`src/hdl/adc_tmf_pkg.sv`:
```
package adc_tmf_pkg;

  // Sample and result widths
  localparam int unsigned SAMPLE_W      = 12;
  localparam int unsigned AVG_W         = 12;
  localparam int unsigned BYTE_W        = 8;
  localparam int unsigned IN_TDATA_W    = 16;
  localparam int unsigned OUT_TDATA_W   = 16;

  // Default batch shift: batch length is 2^AVG_SHIFT + 2 samples
  localparam int unsigned AVG_SHIFT_DEF = 3;

  // Low-byte bits that carry the sample's low nibble
  localparam int unsigned LOW_NIB_W     = SAMPLE_W - BYTE_W;

  // Assemble a 12-bit sample from the two converter result bytes
  function automatic logic [SAMPLE_W-1:0] sample_from_bytes(
    input logic [BYTE_W-1:0] hi_byte,
    input logic [BYTE_W-1:0] lo_byte
  );
    return {hi_byte, lo_byte[BYTE_W-1 -: LOW_NIB_W]};
  endfunction

endpackage

```
`src/hdl/adc_trimmed_mean_filter_top.sv`:
```
// Trimmed-mean filter for 12-bit converter results.
// Input stream: one request per conversion, result_high in in_tdata[7:0] and
// result_low in in_tdata[15:8]; the sample is result_high:result_low[7:4].
// Samples are grouped in batches of 2^AVG_SHIFT + 2 (ten by default). At the
// end of each batch one result leaves on the output stream: the batch sum
// less its largest and smallest samples, shifted right by AVG_SHIFT, in
// out_tdata[11:0]. No result is produced between batch ends.
// The last sample of a batch passes through the input register, the
// accumulator and the trim/result register before its result appears.
// Throughput: one sample per cycle while the pipeline does not hold; the three stages advance together.
// Stall: while a result sits unread in the output register the pipeline
// holds and in_tready is low; in_tready is high whenever the output register
// is empty or being read in the same cycle.
// Reset (rst_n low, synchronous): clears the batch count, sum, extremes and
// all stage valid flags; no result is pending afterwards.
module adc_trimmed_mean_filter_top
  import adc_tmf_pkg::*;
#(
  parameter int unsigned AVG_SHIFT = AVG_SHIFT_DEF
)
(
  input  logic                   clk,
  input  logic                   rst_n,
  input  logic                   in_tvalid,
  output logic                   in_tready,
  input  logic [IN_TDATA_W-1:0]  in_tdata,   // [7:0] result_high, [15:8] result_low
  output logic                   out_tvalid,
  input  logic                   out_tready,
  output logic [OUT_TDATA_W-1:0] out_tdata   // [11:0] average, [15:12] zero
);

  localparam int unsigned BATCH_LEN = (1 << AVG_SHIFT) + 2;
  localparam int unsigned SUM_W     = $clog2(BATCH_LEN * (1 << SAMPLE_W));

  logic                advance;
  logic                s_valid;
  logic [SAMPLE_W-1:0] s_sample;
  logic                b_valid;
  logic [SUM_W-1:0]    b_sum;
  logic [SAMPLE_W-1:0] b_max;
  logic [SAMPLE_W-1:0] b_min;
  logic                o_valid;
  logic [AVG_W-1:0]    o_average;

  // Advance every stage unless a result waits unread
  assign advance   = !o_valid || out_tready;
  assign in_tready = advance;

  adc_tmf_sample u_sample (
    .clk         (clk),
    .rst_n       (rst_n),
    .advance     (advance),
    .in_valid    (in_tvalid),
    .result_high (in_tdata[BYTE_W-1:0]),
    .result_low  (in_tdata[2*BYTE_W-1:BYTE_W]),
    .s_valid     (s_valid),
    .s_sample    (s_sample)
  );

  adc_tmf_accum #(
    .AVG_SHIFT (AVG_SHIFT),
    .BATCH_LEN (BATCH_LEN),
    .SUM_W     (SUM_W)
  ) u_accum (
    .clk      (clk),
    .rst_n    (rst_n),
    .advance  (advance),
    .s_valid  (s_valid),
    .s_sample (s_sample),
    .b_valid  (b_valid),
    .b_sum    (b_sum),
    .b_max    (b_max),
    .b_min    (b_min)
  );

  adc_tmf_trim #(
    .AVG_SHIFT (AVG_SHIFT),
    .SUM_W     (SUM_W)
  ) u_trim (
    .clk       (clk),
    .rst_n     (rst_n),
    .advance   (advance),
    .b_valid   (b_valid),
    .b_sum     (b_sum),
    .b_max     (b_max),
    .b_min     (b_min),
    .o_valid   (o_valid),
    .o_average (o_average)
  );

  assign out_tvalid = o_valid;
  assign out_tdata  = {{(OUT_TDATA_W - AVG_W){1'b0}}, o_average};

endmodule

```
`src/hdl/adc_tmf_sample.sv`:
```
module adc_tmf_sample
  import adc_tmf_pkg::*;
(
  input  logic                  clk,
  input  logic                  rst_n,
  input  logic                  advance,
  input  logic                  in_valid,
  input  logic [BYTE_W-1:0]     result_high,
  input  logic [BYTE_W-1:0]     result_low,
  output logic                  s_valid,
  output logic [SAMPLE_W-1:0]   s_sample
);

  logic                valid_r;
  logic [SAMPLE_W-1:0] sample_r;

  // Capture the request and form the sample
  always_ff @(posedge clk) begin
    if (!rst_n) begin
      valid_r <= 1'b0;
    end else if (advance) begin
      valid_r <= in_valid;
    end
  end

  always_ff @(posedge clk) begin
    if (advance && in_valid) begin
      sample_r <= sample_from_bytes(result_high, result_low);
    end
  end

  assign s_valid  = valid_r;
  assign s_sample = sample_r;

endmodule

```
`src/hdl/adc_tmf_accum.sv`:
```
module adc_tmf_accum
  import adc_tmf_pkg::*;
#(
  parameter int unsigned AVG_SHIFT = AVG_SHIFT_DEF,
  parameter int unsigned BATCH_LEN = (1 << AVG_SHIFT) + 2,
  parameter int unsigned SUM_W     = $clog2(BATCH_LEN * (1 << SAMPLE_W))
)
(
  input  logic                clk,
  input  logic                rst_n,
  input  logic                advance,
  input  logic                s_valid,
  input  logic [SAMPLE_W-1:0] s_sample,
  output logic                b_valid,
  output logic [SUM_W-1:0]    b_sum,
  output logic [SAMPLE_W-1:0] b_max,
  output logic [SAMPLE_W-1:0] b_min
);

  localparam int unsigned CNT_W = $clog2(BATCH_LEN);

  logic [SUM_W-1:0]    sum_r, sum_nxt;
  logic [SAMPLE_W-1:0] max_r, max_nxt;
  logic [SAMPLE_W-1:0] min_r, min_nxt;
  logic [CNT_W-1:0]    cnt_r;
  logic                last_s;

  logic                bvalid_r;
  logic [SUM_W-1:0]    bsum_r;
  logic [SAMPLE_W-1:0] bmax_r;
  logic [SAMPLE_W-1:0] bmin_r;

  // Fold the new sample into the running figures
  always_comb begin
    sum_nxt = sum_r + SUM_W'(s_sample);
    max_nxt = max_r;
    min_nxt = min_r;
    if (cnt_r == '0) begin
      max_nxt = s_sample;
      min_nxt = s_sample;
    end else if (s_sample > max_r) begin
      max_nxt = s_sample;
    end else if (s_sample < min_r) begin
      min_nxt = s_sample;
    end
  end

  assign last_s = (cnt_r == CNT_W'(BATCH_LEN - 1));

  // Hold running state; clear it once the batch closes
  always_ff @(posedge clk) begin
    if (!rst_n) begin
      sum_r <= '0;
      max_r <= '0;
      min_r <= '0;
      cnt_r <= '0;
    end else if (advance && s_valid) begin
      if (last_s) begin
        sum_r <= '0;
        max_r <= '0;
        min_r <= '0;
        cnt_r <= '0;
      end else begin
        sum_r <= sum_nxt;
        max_r <= max_nxt;
        min_r <= min_nxt;
        cnt_r <= cnt_r + CNT_W'(1);
      end
    end
  end

  // Pass the closed batch on to the trim stage
  always_ff @(posedge clk) begin
    if (!rst_n) begin
      bvalid_r <= 1'b0;
    end else if (advance) begin
      bvalid_r <= s_valid && last_s;
    end
  end

  always_ff @(posedge clk) begin
    if (advance && s_valid && last_s) begin
      bsum_r <= sum_nxt;
      bmax_r <= max_nxt;
      bmin_r <= min_nxt;
    end
  end

  assign b_valid = bvalid_r;
  assign b_sum   = bsum_r;
  assign b_max   = bmax_r;
  assign b_min   = bmin_r;

endmodule

```
`src/hdl/adc_tmf_trim.sv`:
```
module adc_tmf_trim
  import adc_tmf_pkg::*;
#(
  parameter int unsigned AVG_SHIFT = AVG_SHIFT_DEF,
  parameter int unsigned SUM_W     = $clog2(((1 << AVG_SHIFT) + 2) * (1 << SAMPLE_W))
)
(
  input  logic                clk,
  input  logic                rst_n,
  input  logic                advance,
  input  logic                b_valid,
  input  logic [SUM_W-1:0]    b_sum,
  input  logic [SAMPLE_W-1:0] b_max,
  input  logic [SAMPLE_W-1:0] b_min,
  output logic                o_valid,
  output logic [AVG_W-1:0]    o_average
);

  logic [SUM_W-1:0] less_max;
  logic [SUM_W-1:0] trimmed;
  logic [SUM_W-1:0] shifted;
  logic             valid_r;
  logic [AVG_W-1:0] avg_r;

  // Drop both extremes, floor at zero, then scale down
  always_comb begin
    less_max = b_sum - SUM_W'(b_max);
    if (less_max >= SUM_W'(b_min)) begin
      trimmed = less_max - SUM_W'(b_min);
    end else begin
      trimmed = '0;
    end
    shifted = trimmed >> AVG_SHIFT;
  end

  // Result register
  always_ff @(posedge clk) begin
    if (!rst_n) begin
      valid_r <= 1'b0;
    end else if (advance) begin
      valid_r <= b_valid;
    end
  end

  always_ff @(posedge clk) begin
    if (advance && b_valid) begin
      avg_r <= shifted[AVG_W-1:0];
    end
  end

  assign o_valid   = valid_r;
  assign o_average = avg_r;

endmodule

```
`config.mk`:
```
export PLATFORM = sky130hd
export DESIGN_NAME = adc_trimmed_mean_filter_top
export DESIGN_NICKNAME = d
export VERILOG_FILES = /design/src/hdl/adc_tmf_pkg.sv /design/src/hdl/adc_trimmed_mean_filter_top.sv /design/src/hdl/adc_tmf_sample.sv /design/src/hdl/adc_tmf_accum.sv /design/src/hdl/adc_tmf_trim.sv
export SDC_FILE = /design/constraint.sdc
export NUM_CORES = 1
export LEC_CHECK = 0
export ABC_AREA = 1
export BUFFER_PORTS_ARGS = -buffer_cell sky130_fd_sc_hd__buf_2
export CAP_MARGIN = 40
export CORE_ASPECT_RATIO = 1.75
export CORE_MARGIN = 3
export CORE_UTILIZATION = 40
export CTS_BUF_LIST = sky130_fd_sc_hd__clkbuf_2 sky130_fd_sc_hd__clkbuf_4 sky130_fd_sc_hd__clkbuf_8
export DETAILED_ROUTE_END_ITERATION = 10
export HOLD_SLACK_MARGIN = 0.12
export PLACE_DENSITY = 0.65
export SLEW_MARGIN = 40
export SYNTH_ARGS = -nofsm -noshare
export SYNTH_HDL_FRONTEND = slang
export SYNTH_SLANG_ARGS = --single-unit
```
`constraint.sdc`:
```
create_clock -name clk -period 4.2 [get_ports clk]
set_input_delay 0 -clock clk [delete_from_list [all_inputs] [get_ports clk]]
set_output_delay 0 -clock clk [all_outputs]
set_load 0.005 [all_outputs]
```
==> impl_metrics.ini <==
[final_layout]
fin_nets = 965
area_delta_synth_final_pct = 10.9
final_area_mm2 = 0.00759
mostFrequentLayoutCells = nand2_1 (208), inv_1 (123), a21oi_1 (86)
finalNonFillerCells = 1113
drive_above_1_share_pct = 11.4
antennaDiodeCount = 0
final_common_cell = nand2_1

[sta]
worst-slew-pin-transition_ps = 562
hold_viol = 0
relSlewSlack_pct = 62.5
setup_violations = 0
drv_slew = 0
skew_ps = 11.8
clock.fmax_mhz = 285
post-route-min-period_ps = 3510
timing.final.crit_share_pct = 83.5
rsz0062_at_grt = false
setup-tns-final_ps = 0

[place]
io_buffers = 29
hpwl_um = 11300
gp_congestion = 0.906
dp.cells = 1081
placement.cell_area_mm2 = 0.00721

[setup_path]
reg2reg_slack_ps = 690
r2r_start = u_accum.b_max[0]$_DFFE_PP_
crit_arrival_ps = 3620
reg2regPathDepth = 16
crit_fanout = 12
cp-start-kind = flop
r2r-end = u_trim.o_average[11]$_SDFFCE_PN0P_
path_class = flop to flop
worstSetupEndpoint = u_trim.o_average[11]$_SDFFCE_PN0P_
end_kind = flop
crit_path_start = u_accum.b_max[0]$_DFFE_PP_
crit_required_ps = 4310

[route]
wl_per_cell_um = 13.2
first_iter_violations = 280
ant_nets = 0
drc = 0
dr_total_vias = 5382
via_per_inst = 4.84
wl_um = 14600
first_pass_iters = 4

[floorplan]
ioPinCount = 38
start_util_pct = 41.3
die-area_mm2 = 0.0188
dieHeight_um = 179
core_area_mm2 = 0.0166
die_w_um = 105
rows = 62

[yosys]
synth_edf_count = 64
synthSimpleGateAreaFrac_pct = 23.1
synth_ff_type = edfxtp_1
seq_area_frac_synth_pct = 41.8
syn_area_mm2 = 0.00685
synth-seq-cells = 111
async_flop_share_pct = 0
synthCells = 842
yosys.area_share.xor_xnor_pct = 3.07
syn_avg_cell_area_um2 = 8.13
yosysTopAreaCellShare_pct = 28.1
synthDistinctLibCells = 41
synth_top_family_by_area = simple AND/OR/NAND/NOR gates
yosys.area.top_type = edfxtp_1
synthTopCellsByArea = edfxtp_1 (28%), dfxtp_1 (14%), nand2_1 (11%), ha_1 (11%), inv_1 (6.7%)
synthAdderAreaFrac_pct = 11.4
yosys_warnings = 0
synth_compound_area_share_pct = 11.5
muxShareOfSynthArea_pct = 0

[clock_network]
cts_max_level = 3
path_clk_slew_ps = 100
clockBufferDepth = 2
cts_tree = yes
clock_latency_ps = 370
post-cts-setup-buffer-count = 0
numCtsBuffers = 9
cts-root-buf = clkbuf_8
clock-sinks = 111

[power_and_ir_drop]
p_leak_nw = 3.37
power.density_mw_per_mm2 = 292
ir_drop_v = 0.000166
seqPwrFrac_pct = 54.7
p_total_w = 0.00222
switching_share_pct = 25.8
combPwrFrac_pct = 13.2
clockPowerShare_pct = 32.2
p_sw_w = 0.000573
p_int_w = 0.00165

[run_status]
status = complete, no violations

[grt]
grt_pass1_vias = 5306
grt_max_degree = 47
grt_pass1_wl_um = 24300
antenna_found_initial = 0
grt_overflow = 0
grtUsageTotal_pct = 16.2

[min_path]
hold_class = input pin to flop

[run]
drv_cap = 0
## synthesized netlist by cell type (all sizes together) (5+ instances only)
master / number
xnor2: 8
inv: 127
a21oi: 92
nor2: 49
o21ai: 32
and2: 16
nand3: 51
edfxtp: 64
a21o: 7
clkbuf: 6
dfxtp: 47
nor3: 5
nand4: 8
xor2: 16
ha: 59
nand2: 219
buf: 16
## power groups by stage
stage	combinational (W)	sequential [W]	clock, W
2_1_floorplan	0.000224	0.00123	0
4_1_cts	0.000295	0.00121	0.000734
3_5_place_dp	0.000282	0.00124	0
5_1_grt	0.000336	0.00122	0.000768
3_3_place_gp	0.000276	0.00124	0
6_report	0.000293	0.00121	0.000713
## sequential cells by signal, summed over array words and instances (netlist names)
| name | flops |
|---|---|
| u_trim.o_average | 12 |
| u_accum.sum_r | 16 |
| u_accum.min_r | 12 |
| u_trim.o_valid | 1 |
| u_accum.max_r | 12 |
| u_accum.b_min | 12 |
| u_accum.b_valid | 1 |
| u_sample.s_sample | 12 |
| u_accum.cnt_r | 4 |
| u_sample.s_valid | 1 |
| u_accum.b_max | 12 |
| u_accum.b_sum | 16 |
## critical path, cell delays in order (launching register included)
cell and delay (ps):
edfxtp_1 380, ha_1 240, fa_1 420, nand3b_1 190, nand2_2 140, nand2_1 80
nand2_2 90, xor2_1 230, ha_1 320, nand2_1 120, nor2_1 50, nor2_1 80
nand2_1 120, o21ai_0 230, nand3_2 120, nor2_4 360, a21oi_1 70
## worst min path at each step
stage,start,endpoint,slack (ps),cells past startpoint
floorplan,in_tdata[12],u_sample.s_sample[0]$_DFFE_PP_,100,0
global placement,in_tdata[12],u_sample.s_sample[0]$_DFFE_PP_,180,1
detailed placement,in_tdata[15],u_sample.s_sample[3]$_DFFE_PP_,180,1
CTS,in_tdata[12],u_sample.s_sample[0]$_DFFE_PP_,310,2
global route,in_tdata[15],u_sample.s_sample[3]$_DFFE_PP_,310,2
finish,in_tdata[6],u_sample.s_sample[10]$_DFFE_PP_,330,2
## final cells by class
class	instances	area (um2)
sequential	111	2860
inverter	128	483
tap	224	280
timing repair buffer	50	358
multi-input combinational	584	3390
clock inverter	6	91.3
fill	1698	9010
clock buffer	10	131
## per-stage QoR
step	utilization, %	worst slack, ps	hold WS, ps
floorplan	-	1210	98.9
global placement	43.2	722	178
detailed placement	43.4	655	179
CTS	45.7	641	308
global route	45.7	367	312
finish	45.7	693	329
## cell families after synthesis
logic type               count (synthesis)
AND/OR/NAND/NOR                        357
adder cells (fa/ha/maj)                 61
other                                    1
AO/OA/AOI/OAI                          138
flip-flops                             111
buffers and inverters                  150
XOR/XNOR                                24
## routing by layer
| metal | vias up | GRT usage, % | routed length, um |
|---|---|---|---|
| met5 | - | 0 | 0 |
| met4 | 0 | 7.66 | 501 |
| met3 | 29 | 1.66 | 361 |
| met2 | 82 | 33.1 | 8250 |
| met1 | 2453 | 16.0 | 5530 |
| li1 | 2818 | - | - |
## what timing repair did
action | 4_1_cts | 5_1_grt
gates resized for setup | 0 | 0
hold buffers | 16 | 0
endpoints found under the hold margin | 17 | 0
No activity file was read; power rests on OpenSTA's default activity.
